[config.mk]
export PLATFORM = sky130hd
export DESIGN_NAME = bsp_pl_side
export DESIGN_NICKNAME = d
export VERILOG_FILES = /design/src/design/bsp_pl_pkg.sv /design/src/design/bsp_pl_side.sv
export SDC_FILE = /design/constraint.sdc
export NUM_CORES = 2
export LEC_CHECK = 0
export ABC_AREA = 1
export BUFFER_PORTS_ARGS = -buffer_cell sky130_fd_sc_hd__clkbuf_2
export CORE_MARGIN = 2
export CORE_UTILIZATION = 65
export DETAILED_ROUTE_END_ITERATION = 7
export PLACE_DENSITY = 0.91
export SYNTH_ARGS = -nofsm -noshare
export SYNTH_HDL_FRONTEND = slang
export SYNTH_SLANG_ARGS = --single-unit
[constraint.sdc]
create_clock -name clk_i -period 13.3 [get_ports clk_i]
set_input_delay 1.33 -clock clk_i [delete_from_list [all_inputs] [get_ports clk_i]]
set_output_delay 1.33 -clock clk_i [all_outputs]
set_load 0.05 [all_outputs]
[src/design/bsp_pl_pkg.sv]
`timescale 1ns / 1ps

package bsp_pl_pkg;

  localparam int unsigned ApbAw = 3;
  localparam int unsigned ApbDw = 32;
  localparam int unsigned NodeCountW = 13;
  localparam int unsigned LinkW = 16;
  localparam int unsigned LeafW = 15;

  // Input item function codes
  localparam logic FUNC_WRITE  = 1'b0;
  localparam logic FUNC_LOCATE = 1'b1;

  // Register indexes (word address)
  localparam logic [ApbAw-3:0] REG_NODE_COUNT = '0;

  typedef struct packed {
    logic signed [15:0] x;
    logic signed [15:0] y;
    logic signed [15:0] dx;
    logic signed [15:0] dy;
  } line_t;

  typedef struct packed {
    logic [LinkW-1:0] c1;
    logic [LinkW-1:0] c0;
  } child_t;

  // Sequencer controls for the side-test unit
  typedef struct packed {
    logic load_off;
    logic mul_en;
    logic mul_rhs;
  } side_ctl_t;

endpackage

[src/design/bsp_pl_side.sv]
`timescale 1ns / 1ps

module bsp_pl_side import bsp_pl_pkg::*; (
  input  logic               clk_i,
  input  side_ctl_t          ctl_i,
  input  logic signed [31:0] point_x_i,
  input  logic signed [31:0] point_y_i,
  input  line_t              line_i,
  output logic               side_o
);

  logic signed [32:0] ox_q, oy_q;
  logic signed [32:0] ox_d, oy_d;
  logic signed [15:0] mul_a;
  logic signed [32:0] mul_b;
  logic signed [48:0] prod;
  logic signed [48:0] lhs_q, rhs_q;

  // Offsets from the line origin, origin scaled to 16.16
  assign ox_d = $signed({point_x_i[31], point_x_i})
              - $signed({line_i.x[15], line_i.x, 16'h0000});
  assign oy_d = $signed({point_y_i[31], point_y_i})
              - $signed({line_i.y[15], line_i.y, 16'h0000});

  // Shared multiplier: dy*ox first, then dx*oy
  assign mul_a = ctl_i.mul_rhs ? line_i.dx : line_i.dy;
  assign mul_b = ctl_i.mul_rhs ? oy_q : ox_q;
  assign prod  = mul_a * mul_b;

  always_ff @(posedge clk_i) begin
    if (ctl_i.load_off) begin
      ox_q <= ox_d;
      oy_q <= oy_d;
    end
    if (ctl_i.mul_en) begin
      if (ctl_i.mul_rhs) begin
        rhs_q <= prod;
      end else begin
        lhs_q <= prod;
      end
    end
  end

  assign side_o = (rhs_q < lhs_q) ? 1'b0 : 1'b1;

endmodule

After elaboration in Yosys (flattened, before gate mapping)
Cells that the tools add are included.

storage, ports and cells
  output and inout bits = 1
  input port bits = 132
  bits in registers = 164

operators by class
  reduce and logical (&&, ||, !) cells = 2
  mux-type cells = 3
  $lt $le $gt $ge = 1
  add/sub/neg operators = 2
  multiply operators = 1
  bitwise gates (word level) = 1

operator list
  cell               number
  $sub A32 B32 Y33   2
  $lt A49 B49 Y1     1
  $mul A16 B33 Y49   1
  $mux W33           1
  $mux W16           1
  $reduce_and A2 Y1  2
  $mux W1            1
  $not A1 Y1         1

Longest topological paths before layout
  depth in word-level cells = 2
  mapped depth = 31

Worst setup path after synthesis
Ideal clock, no wire load.

  path type = input port to flip-flop
  start point = input ctl_i[0] (netlist bit)
  end point = register lhs_q[47], data pin
  buffers on the path = 3
  slack = 6.275 ns
  library setup time = 0.257 ns
  required time = 13.043 ns
  arrival time = 6.768 ns
  cell stages on the path = 28
  cell sequence = buf_4 buf_6 buf_6 nand2_1 o21ai_4 inv_1 nand2_1 fa_1 inv_1 fa_1 inv_1 fa_1 fa_1 inv_1 fa_1 inv_1 fa_1 inv_1 ha_1 nand2_1 inv_1 nand2_1 nor3_1 nand3_1 nor2_1 nand2_1 nand4_1 nand2_1

on the way
  word-level cells in the longest chain between the ends = 2
  elaborated cells between the ends (all ways) = 3
  those cells by class = mul: 1; mux: 2

RTL lines
  what                                  line                                  RTL
  from (decl)                           bsp_pl_side.sv:5                      input side_ctl_t ctl_i,
  $mux W16 or $mux W33 (tied branches)  bsp_pl_side.sv:26, bsp_pl_side.sv:27
  $mul A16 B33 Y49 (*)                  bsp_pl_side.sv:28                     assign prod = mul_a * mul_b;
  via prod[47]                          bsp_pl_side.sv:16                     logic signed [48:0] prod;
  to (signal assigned)                  bsp_pl_side.sv:39                     lhs_q <= prod;
  to (decl)                             bsp_pl_side.sv:17                     logic signed [48:0] lhs_q, rhs_q;

The timed path passes the listed nets; every way through them passes the cells marked *.
A chain may end at the register's enable or synchronous reset.

Final worst setup path
  start point = input ctl_i[0] (netlist bit)
  end point = register rhs_q[45], data pin

on the way
  word-level cells in the longest chain between the ends = 2
  elaborated cells between the ends (all ways) = 3
  those cells by class = mul: 1; mux: 2

RTL lines
  what                                  line                                  RTL
  $mux W16 or $mux W33 (tied branches)  bsp_pl_side.sv:26, bsp_pl_side.sv:27
  $mul A16 B33 Y49 (*)                  bsp_pl_side.sv:28
  via prod[45]                          bsp_pl_side.sv:16
  to (signal assigned)                  bsp_pl_side.sv:37                     rhs_q <= prod;
  to (decl)                             bsp_pl_side.sv:17

Marked as above.

==> summary.txt <==
RSZ-0062 raised after global routing = false
Design Area, Final = 0.0300 mm2
Reg2Reg Setup Slack = 6.42 ns
Area Growth Syn to Fin = 6.06%
H-tree depth = 4
Cell taking the most area after synthesis = fa_1
Fraction of registers with async set/reset = 0%
Flops & latches, synth = 164
Max transition margin = 12.8%
Final Critical Period = 8.91 ns
Crit start category = input port
Pre-antenna DRT Iters = 7
Main flop type after synthesis = edfxtp_1
Number of synthesized flops with an enable pin = 164
Syn nets = 4270
Required time worst endpoint = 13.50 ns
Core area = 0.0431 mm2
HPWL after DPL = 60100 um
Hold depth = 4
First-pass GRT wire length = 125000 um
Unique masters post-synth = 38
Netlist Area Pre-Place = 0.0283 mm2
CP max FO = 67
Input/output buffers = 132
Layout cells sized above 1 = 8.17%
Status = finished, final reports clean
Via Count = 23200
WP data arrival = 9.11 ns
Die height = 213 um
Clock root buffer = clkbuf_16
Synth warn = 0
Commonest cells post-synth = inv_1 (933), nand2_1 (809), fa_1 (502)
Post-route ant nets = 0
Slowest CP cell = buf_4
NumNets Final = 4379
Syn Area/Cell = 8.23 um2
Cells after synthesis = 3440
Slew Viols, Final = 0
HP Class = reg2reg
Largest net degree at the start of global routing = 68
DRC marker count from the first detailed-route iteration = 2094
Setup Buffers After CTS = 0
Tcrit/Tclk final = 67.0%
CP peak stage delay = 0.90 ns
Crit path kind = in2reg
I/O pin cnt = 133
Vias in the first global route = 25300
Clock slew at reported path FFs = 0.06 ns
Skew final = 0.0140 ns
Worst-Skew Late Latency = 0.47 ns
Max clock buf depth = 2
Grt total ovfl = 0
Endpoint, Worst Hold = lhs_q[1]
Starting density of the core = 65.8%
Wire per inst = 18.5 um
Worst Path Buf+Inv = 9
FF-to-FF End = lhs_q[37]
Maxcap violations = 0
Crit path top cell by count = inv_1
Fmax = 112 MHz
Number of core rows = 76
GPL Wtd Cong = 0.998
Setup TNS Final = 0 ns
CTS Buf Count = 17
Final Hold Fails = 0
Placed instance area = 0.0295 mm2
Cell with the most instances after synthesis = inv_1
Detailed Route WL = 76800 um
Crit end category = register
Reg2reg path depth = 20
Initial antenna violation count = 2
Yosys top cell area share = 35.5%
Post_cts resized = 0
Die area = 0.0453 mm2
Kind of cell adding the most delay to the critical path = adder cells
Hold Crit Start = ox_q[1]
Width of the chip = 213 um
Synth area leaders = fa_1 (35%), edfxtp_1 (17%), inv_1 (12%)
Vias per cell = 5.59
R2R Path Start = ox_q[26]
Sequential area share after synthesis = 17.4%
TritonCTS clock tree = done
GRT Util Overall = 36.9%
TritonCTS Sinks = 164
Worst slew pin tran = 1.31 ns
# DRC = 0
Final setup viols = 0
Hold_buf cts = 0
cells in the final DEF (no fill, tap or decap), types with 39 or more instances in the layout:
cell type / n
inv_1: 932
nand2_1: 809
fa_1: 502
nor2_1: 346
ha_1: 196
edfxtp_1: 164
clkbuf_2: 130
a21oi_1: 96
nand3_1: 70
inv_2: 40
xor2_1: 39
worst max-delay path by stage:
stage / start / depth (start not counted) / end / slack [ns]
5_1_grt: ctl_i[0] / 24 / lhs_q[48] / 4.02
6_report: ctl_i[0] / 26 / rhs_q[45] / 4.39
4_1_cts: ctl_i[0] / 26 / rhs_q[45] / 4.67
3_3_place_gp: ctl_i[0] / 24 / lhs_q[48] / 4.38
2_1_floorplan: ctl_i[0] / 28 / lhs_q[47] / 6.28
3_5_place_dp: ctl_i[0] / 26 / lhs_q[45] / 4.18
metal layers:
layer / share of wire (%) / wire length [um] / track usage [%]
met5: 0.016 / 12 / 0
met4: 7.9 / 6070 / 25.0
met3: 12 / 9550 / 12.3
met2: 46 / 35200 / 58.8
met1: 34 / 25900 / 42.4
cell families after synthesis:
family / share of synthesized area, %
compound gates: 4.40
simple gates: 18.3
xor+xnor: 1.61
buf+inv: 14.1
mux: 0.0486
fa+ha+maj: 44.1
flops: 17.4
worst reg2reg max path: cells and delay by family (launching register included):
kind            cells  cell delay [ns]
fa+ha+maj           7             3.58
simple gates        7             1.23
buf+inv             5             0.77
compound gates      1             0.71
flops               1             0.37
registers in the layout (all words and copies together), names as in the netlist:
signal and cells:
rhs_q 49, oy_q 33, ox_q 33, lhs_q 49
layout make-up:
cell class | instances | area, um2
Inverter | 973 | 3650
Antenna cell | 1 | 2.50
Timing Repair Buffer | 150 | 798
Tap cell | 585 | 732
Clock buffer | 18 | 429
Clock inverter | 12 | 81.3
Multi-Input combinational cell | 2243 | 19400
Fill cell | 3188 | 13000
Sequential cell | 164 | 4920
per-stage QoR:
step	setup WS (ns)	instances	util, %	hold WS, ns
finish	4.39	4146	69.7	1.00
global route	4.02	4145	69.7	1.01
CTS	4.67	4145	69.7	0.986
detailed placement	4.18	4115	68.5	0.980
global placement	4.38	4115	68.5	0.943
floorplan	6.28	3440	-	0.622
Power is not shown: default switching activity piles up to over one toggle a cycle in this logic, so the estimate is an artifact.
